[src/design/lbph_pkg.sv]
// Shared types, constants and code-mapping functions for the LBP histogram block.
package lbph_pkg;

    localparam int DEF_MAX_WIDTH  = 1024;
    localparam int DEF_COUNT_BITS = 32;

    localparam int CMD_W    = 2;
    localparam int PIXEL_W  = 8;
    localparam int BIN_W    = 8;
    localparam int OUT_W    = 32;
    localparam int MODE_W   = 2;
    localparam int IWIDTH_W = 11;
    localparam int APB_AW   = 3;
    localparam int APB_DW   = 32;
    localparam int NUM_BINS = 256;

    localparam logic [CMD_W-1:0] CMD_PIXEL = 2'd0;
    localparam logic [CMD_W-1:0] CMD_READ  = 2'd1;
    localparam logic [CMD_W-1:0] CMD_FRAME = 2'd2;

    localparam logic [MODE_W-1:0] MODE_PLAIN   = 2'd0;
    localparam logic [MODE_W-1:0] MODE_UNIFORM = 2'd1;
    localparam logic [MODE_W-1:0] MODE_RIU     = 2'd2;

    localparam logic REG_MODE  = 1'b0;
    localparam logic REG_WIDTH = 1'b1;

    localparam logic [IWIDTH_W-1:0] RESET_WIDTH = 11'd1024;
    localparam logic [IWIDTH_W-1:0] MIN_WIDTH   = 11'd3;

    localparam logic [BIN_W-1:0] NONUNIFORM_BIN = 8'd58;
    localparam logic [8:0]       UNIFORM_BINS   = 9'd59;
    localparam logic [8:0]       RIU_BINS       = 9'd10;
    localparam logic [8:0]       PLAIN_BINS     = 9'd256;

    typedef logic [BIN_W-1:0] uni_lut_t [NUM_BINS];
    typedef logic [PIXEL_W-1:0] window_t [9];

    function automatic logic [3:0] lbph_transitions(input logic [7:0] code);
        logic [7:0] diff;
        logic [3:0] n;
        diff = code ^ {code[0], code[7:1]};
        n = 4'd0;
        for (int i = 0; i < 8; i++)
        begin
            n = n + 4'(diff[i]);
        end
        return n;
    endfunction

    function automatic logic [3:0] lbph_ones(input logic [7:0] code);
        logic [3:0] n;
        n = 4'd0;
        for (int i = 0; i < 8; i++)
        begin
            n = n + 4'(code[i]);
        end
        return n;
    endfunction

    function automatic uni_lut_t build_uni_lut();
        uni_lut_t lut;
        logic [BIN_W-1:0] idx;
        idx = '0;
        for (int v = 0; v < NUM_BINS; v++)
        begin
            if (lbph_transitions(8'(v)) <= 4'd2)
            begin
                lut[v] = idx;
                idx    = idx + 8'd1;
            end
            else
            begin
                lut[v] = NONUNIFORM_BIN;
            end
        end
        return lut;
    endfunction

    localparam uni_lut_t UNI_LUT = build_uni_lut();

    function automatic logic [8:0] lbph_bins(input logic [MODE_W-1:0] mode);
        logic [8:0] n;
        unique case (mode)
            MODE_UNIFORM: n = UNIFORM_BINS;
            MODE_RIU:     n = RIU_BINS;
            default:      n = PLAIN_BINS;
        endcase
        return n;
    endfunction

endpackage

[src/design/lbph_code_map.sv]
// Local binary pattern code from a 3x3 window and its mapping to a histogram bin.
module lbph_code_map
    import lbph_pkg::*;
(
    input  window_t           win,
    input  logic [MODE_W-1:0] mode,
    output logic [BIN_W-1:0]  bin
);

    logic [7:0]         code;
    logic [PIXEL_W-1:0] centre;
    logic [3:0]         trans;

    always_comb
    begin
        centre  = win[4];
        code[0] = win[1] > centre;
        code[1] = win[2] > centre;
        code[2] = win[5] > centre;
        code[3] = win[8] > centre;
        code[4] = win[7] > centre;
        code[5] = win[6] > centre;
        code[6] = win[3] > centre;
        code[7] = win[0] > centre;
        trans   = lbph_transitions(code);
        unique case (mode)
            MODE_UNIFORM: bin = UNI_LUT[code];
            MODE_RIU:     bin = (trans <= 4'd2) ? BIN_W'(lbph_ones(code))
                                                : BIN_W'(RIU_BINS - 9'd1);
            default:      bin = code;
        endcase
    end

endmodule

[config.mk]
export PLATFORM = sky130hd
export DESIGN_NAME = lbph_code_map
export DESIGN_NICKNAME = d
export VERILOG_FILES = /design/src/design/lbph_pkg.sv /design/src/design/lbph_code_map.sv
export SDC_FILE = /design/constraint.sdc
export NUM_CORES = 1
export LEC_CHECK = 0
export BUFFER_PORTS_ARGS = -buffer_cell sky130_fd_sc_hd__buf_2
export CORE_ASPECT_RATIO = 1.4
export CORE_MARGIN = 3
export CORE_UTILIZATION = 34
export DETAILED_ROUTE_END_ITERATION = 8
export SLEW_MARGIN = 20
export SYNTH_ARGS = -nofsm -noshare
export SYNTH_HDL_FRONTEND = slang
export SYNTH_SLANG_ARGS = --single-unit
[constraint.sdc]
create_clock -name vclk -period 5.7
set_input_delay 0.285 -clock vclk [all_inputs]
set_output_delay 0.285 -clock vclk [all_outputs]
set_load 0.01 [all_outputs]
==> flow_summary.html <==
<table>
<tr><th>Metric</th><th>Value</th></tr>
<tr><th colspan="2">Routing</th></tr>
<tr><td>DRT Pass-1 Iters</td><td>4</td></tr>
<tr><td>Routed wire per std cell</td><td>15.5 um</td></tr>
<tr><td>Count of vias placed by the detailed router</td><td>3,157</td></tr>
<tr><td>Via count normalized by instance count</td><td>5.55</td></tr>
<tr><td>Final WL</td><td>8.83 mm</td></tr>
<tr><td>ANT nets after route</td><td>0</td></tr>
<tr><td>Number of DRC violations after detailed-routing iteration 0</td><td>259</td></tr>
<tr><td>Remaining DRCs</td><td>0</td></tr>
<tr><th colspan="2">Run</th></tr>
<tr><td>Count of maximum capacitance violations</td><td>0</td></tr>
<tr><th colspan="2">Logic synthesis</th></tr>
<tr><td>Post-synthesis area per instance</td><td>7.68 um^2</td></tr>
<tr><td>Net Count, Synth</td><td>530</td></tr>
<tr><td>Yosys synthesis warning count</td><td>0</td></tr>
<tr><td>Count of different cell masters after synthesis</td><td>60</td></tr>
<tr><td>Sequential area share after synthesis</td><td>0%</td></tr>
<tr><td>Cell area after synthesis</td><td>2840 um^2</td></tr>
<tr><td>Number of instances in the synthesized netlist</td><td>369</td></tr>
<tr><th colspan="2">Cells and area</th></tr>
<tr><td>Final Core Density</td><td>46.7%</td></tr>
<tr><td>Clock Buffer Count</td><td>0</td></tr>
<tr><td>Layout overhead on the synthesized area</td><td>30.8%</td></tr>
<tr><td>Antenna Diode Count</td><td>0</td></tr>
<tr><td>Filler Cells Inserted</td><td>806</td></tr>
<tr><td>Area occupied by registers</td><td>0 um^2</td></tr>
<tr><td>Share of final-layout standard cells stronger than drive strength 1</td><td>34.8%</td></tr>
<tr><td>Fin cells</td><td>569</td></tr>
<tr><td>Number of flip-flops and latches</td><td>0</td></tr>
<tr><td>Net count of the finished layout</td><td>632</td></tr>
<tr><th colspan="2">Worst hold path</th></tr>
<tr><td>Hold endpoint</td><td>bin[7]</td></tr>
<tr><td>Worst hold stages</td><td>6</td></tr>
<tr><td>Startpoint of the worst hold path</td><td>win[67]</td></tr>
<tr><td>Worst min path class</td><td>in -&gt; out</td></tr>
<tr><th colspan="2">Power</th></tr>
<tr><td>Tot Pwr</td><td>707 uW</td></tr>
<tr><td>Power per standard cell area</td><td>191 nW/um^2</td></tr>
<tr><td>Static Leak</td><td>1.79 nW</td></tr>
<tr><td>Worst vdd rail ir drop</td><td>0.161 mV</td></tr>
<tr><th colspan="2">Timing</th></tr>
<tr><td>Final setup violation count</td><td>0</td></tr>
<tr><td>Highest attainable clock frequency</td><td>182 MHz</td></tr>
<tr><td>Post-Route Setup TNS</td><td>0 ns</td></tr>
<tr><td>Max-slew violations</td><td>0</td></tr>
<tr><td>Actual transition at the worst max-transition pin</td><td>0.490 ns</td></tr>
<tr><td>Share of the cycle needed by the critical path after routing</td><td>96.3%</td></tr>
<tr><td>Relative max-transition margin</td><td>67.0%</td></tr>
<tr><td>Hold WS</td><td>1.25 ns</td></tr>
<tr><td>Final critical delay including setup and external delays</td><td>5.49 ns</td></tr>
<tr><td>Hold violation count in the final report</td><td>0</td></tr>
<tr><th colspan="2">Global routing</th></tr>
<tr><td>Vias in the first global route</td><td>3,206</td></tr>
<tr><td>Global-route usage over all layers</td><td>17.7%</td></tr>
<tr><td>First-pass GRT wire length</td><td>14.4 mm</td></tr>
<tr><td>Pin count of the biggest net entering global routing</td><td>19</td></tr>
<tr><td>Total grt overflow</td><td>0</td></tr>
<tr><td>Number of antenna violations at the first check in global routing</td><td>0</td></tr>
<tr><th colspan="2">Place</th></tr>
<tr><td>Placed cell count</td><td>562</td></tr>
<tr><td>Final HPWL DP</td><td>7.39 mm</td></tr>
<tr><td>Port bufs</td><td>82</td></tr>
<tr><td>Final RePlAce weighted congestion</td><td>0.913</td></tr>
<tr><th colspan="2">Setup path</th></tr>
<tr><td>Critical Path RT</td><td>5.41 ns</td></tr>
<tr><td>Peak fanout along the critical path</td><td>6</td></tr>
<tr><td>Critical path capture point type</td><td>primary output</td></tr>
<tr><td>Arrival @ worst endpoint</td><td>5.20 ns</td></tr>
<tr><td>Worst Setup Path Type</td><td>in -&gt; out</td></tr>
<tr><td>Crit path launch type</td><td>primary input</td></tr>
<tr><th colspan="2">Floorplanning</th></tr>
<tr><td>Effective utilization at floorplan</td><td>35.7%</td></tr>
<tr><td>Die area</td><td>9490 um^2</td></tr>
<tr><td>Horiz. Die Dim</td><td>83.2 um</td></tr>
<tr><td>I/O pin count</td><td>82</td></tr>
<tr><td>Die Y-Extent</td><td>114 um</td></tr>
<tr><td>Row count</td><td>38</td></tr>
<tr><td>Core box area</td><td>7940 um^2</td></tr>
<tr><th colspan="2">CTS</th></tr>
<tr><td># hold bufs at CTS</td><td>0</td></tr>
<tr><th colspan="2">Outcome</th></tr>
<tr><td>Run status</td><td>finished clean</td></tr>
</table>
[layout by cell type (no fill, tap or decap), types with 2 or more instances in the layout]
cell type | synthesis | final
buf_2 | 3 | 82
ha_1 | 79 | 73
a21oi_1 | 33 | 32
nand2_1 | 29 | 29
buf_4 | 5 | 28
inv_1 | 33 | 27
nand4_1 | 19 | 19
nor2_1 | 15 | 13
nand3_1 | 11 | 11
o21ai_1 | 8 | 9
o211ai_1 | 8 | 8
nor3_1 | 7 | 7
nor2b_1 | 7 | 7
inv_2 | 5 | 7
fa_1 | 8 | 7
o21ai_0 | 7 | 6
a31oi_1 | 7 | 6
ha_4 | 0 | 5
a211oi_1 | 5 | 4
o22ai_1 | 4 | 4
nor2_2 | 2 | 4
xnor2_1 | 6 | 4
a21o_1 | 4 | 4
buf_6 | 5 | 4
a211o_1 | 3 | 3
o31ai_1 | 3 | 3
nor4_1 | 3 | 3
and3_1 | 3 | 3
and2_4 | 0 | 3
clkinvlp_4 | 0 | 3
mux2i_1 | 3 | 3
a211oi_2 | 1 | 2
o221ai_1 | 2 | 2
o31ai_4 | 1 | 2
o21a_1 | 2 | 2
and2_1 | 5 | 2
inv_4 | 1 | 2
or2_2 | 3 | 2
buf_12 | 0 | 2
[what timing repair did]
action | 4_1_cts | 5_1_grt
endpoints found under the setup margin | 1 | 3
gates resized for setup | 3 | 30
pin swaps | 2 | 16
buffers inserted | 0 | 7
[cell type report]
class / instances / area (um^2) / share of cell area, %
Timing Repair Buffer: 116 / 706 / 19.0
Inverter: 39 / 163 / 4.39
Multi-Input combinational cell: 314 / 2710 / 73.2
Tap cell: 100 / 125 / 3.37
[cell usage after synthesis, drive strengths merged, types with 3 or more instances]
| library cell | number | share of area (%) |
|---|---|---|
| buf | 13 | 3.8 |
| or2 | 4 | 0.88 |
| a21o | 4 | 1.1 |
| a211o | 3 | 0.93 |
| nand3 | 11 | 1.9 |
| nand2 | 29 | 3.8 |
| o211ai | 9 | 2.6 |
| o31ai | 6 | 2.4 |
| nor4 | 4 | 1.1 |
| fa | 8 | 5.6 |
| and3 | 3 | 0.66 |
| nor2 | 18 | 2.8 |
| a211oi | 6 | 1.8 |
| o21ai | 15 | 2.6 |
| xnor2 | 6 | 1.9 |
| ha | 79 | 35 |
| clkbuf | 3 | 0.40 |
| inv | 39 | 5.3 |
| mux2i | 3 | 1.1 |
| nor3 | 8 | 1.6 |
| o22ai | 4 | 0.88 |
| a21oi | 33 | 5.8 |
| nand4 | 19 | 4.2 |
| and2 | 5 | 1.1 |
| nor2b | 7 | 1.5 |
| a31oi | 8 | 2.3 |
[layer usage]
metal,routed length [um],vias up,GRT usage [%]
met4,73,0,2.29
met2,4590,117,33.6
met5,0,-,0
li1,-,1581,-
met1,3660,1449,22.0
met3,510,10,1.80
[per-stage QoR]
step	worst slack, ns	cell area [um^2]
floorplan	0.0259	2840
global placement	0.0288	3470
detailed placement	-0.100	3470
CTS	0.00348	3490
global route	-0.0529	3710
finish	0.210	3710
[logic make-up (layout without fill, tap and decap cells)]
logic type / after synthesis / in the layout / synth area share (%)
multiplexers: 3 / 3 / 1.06
AND/OR/NAND/NOR: 114 / 114 / 21.5
adder cells (fa/ha/maj): 87 / 87 / 40.5
AO/OA/AOI/OAI: 104 / 104 / 25.6
XOR/XNOR: 6 / 6 / 1.85
buffers and inverters: 55 / 155 / 9.49
[worst max-delay path: stages]
cell and delay (ns):
buf_2 0.10, clkinvlp_4 0.18, buf_4 0.19, ha_1 0.30, nand4_1 0.08, or2_2 0.30
o31ai_4 0.07, inv_2 0.08, ha_4 0.25, fa_1 0.47, inv_1 0.05, fa_1 0.50
inv_2 0.05, fa_1 0.47, ha_2 0.21, fa_2 0.34, or2_4 0.25, a22oi_2 0.18
a211oi_2 0.11, a21oi_2 0.15, nand2_1 0.08, o41ai_2 0.26, a31oi_1 0.07, buf_2 0.16
[how the worst max path moves through the flow]
stage | from | endpoint | slack (ns)
2_1_floorplan | win[37] | bin[0] | 0.03
3_3_place_gp | win[33] | bin[0] | 0.03
3_5_place_dp | win[33] | bin[0] | -0.10
4_1_cts | win[37] | bin[0] | 0.003
5_1_grt | win[34] | bin[0] | -0.05
6_report | win[34] | bin[0] | 0.21
[power breakdown]
part           internal, mW  switching [mW]  total (mW)
Sequential                0               0           0
Clock                     0               0           0
Combinational         0.329           0.378       0.707
(Power assumes the default switching activity.)
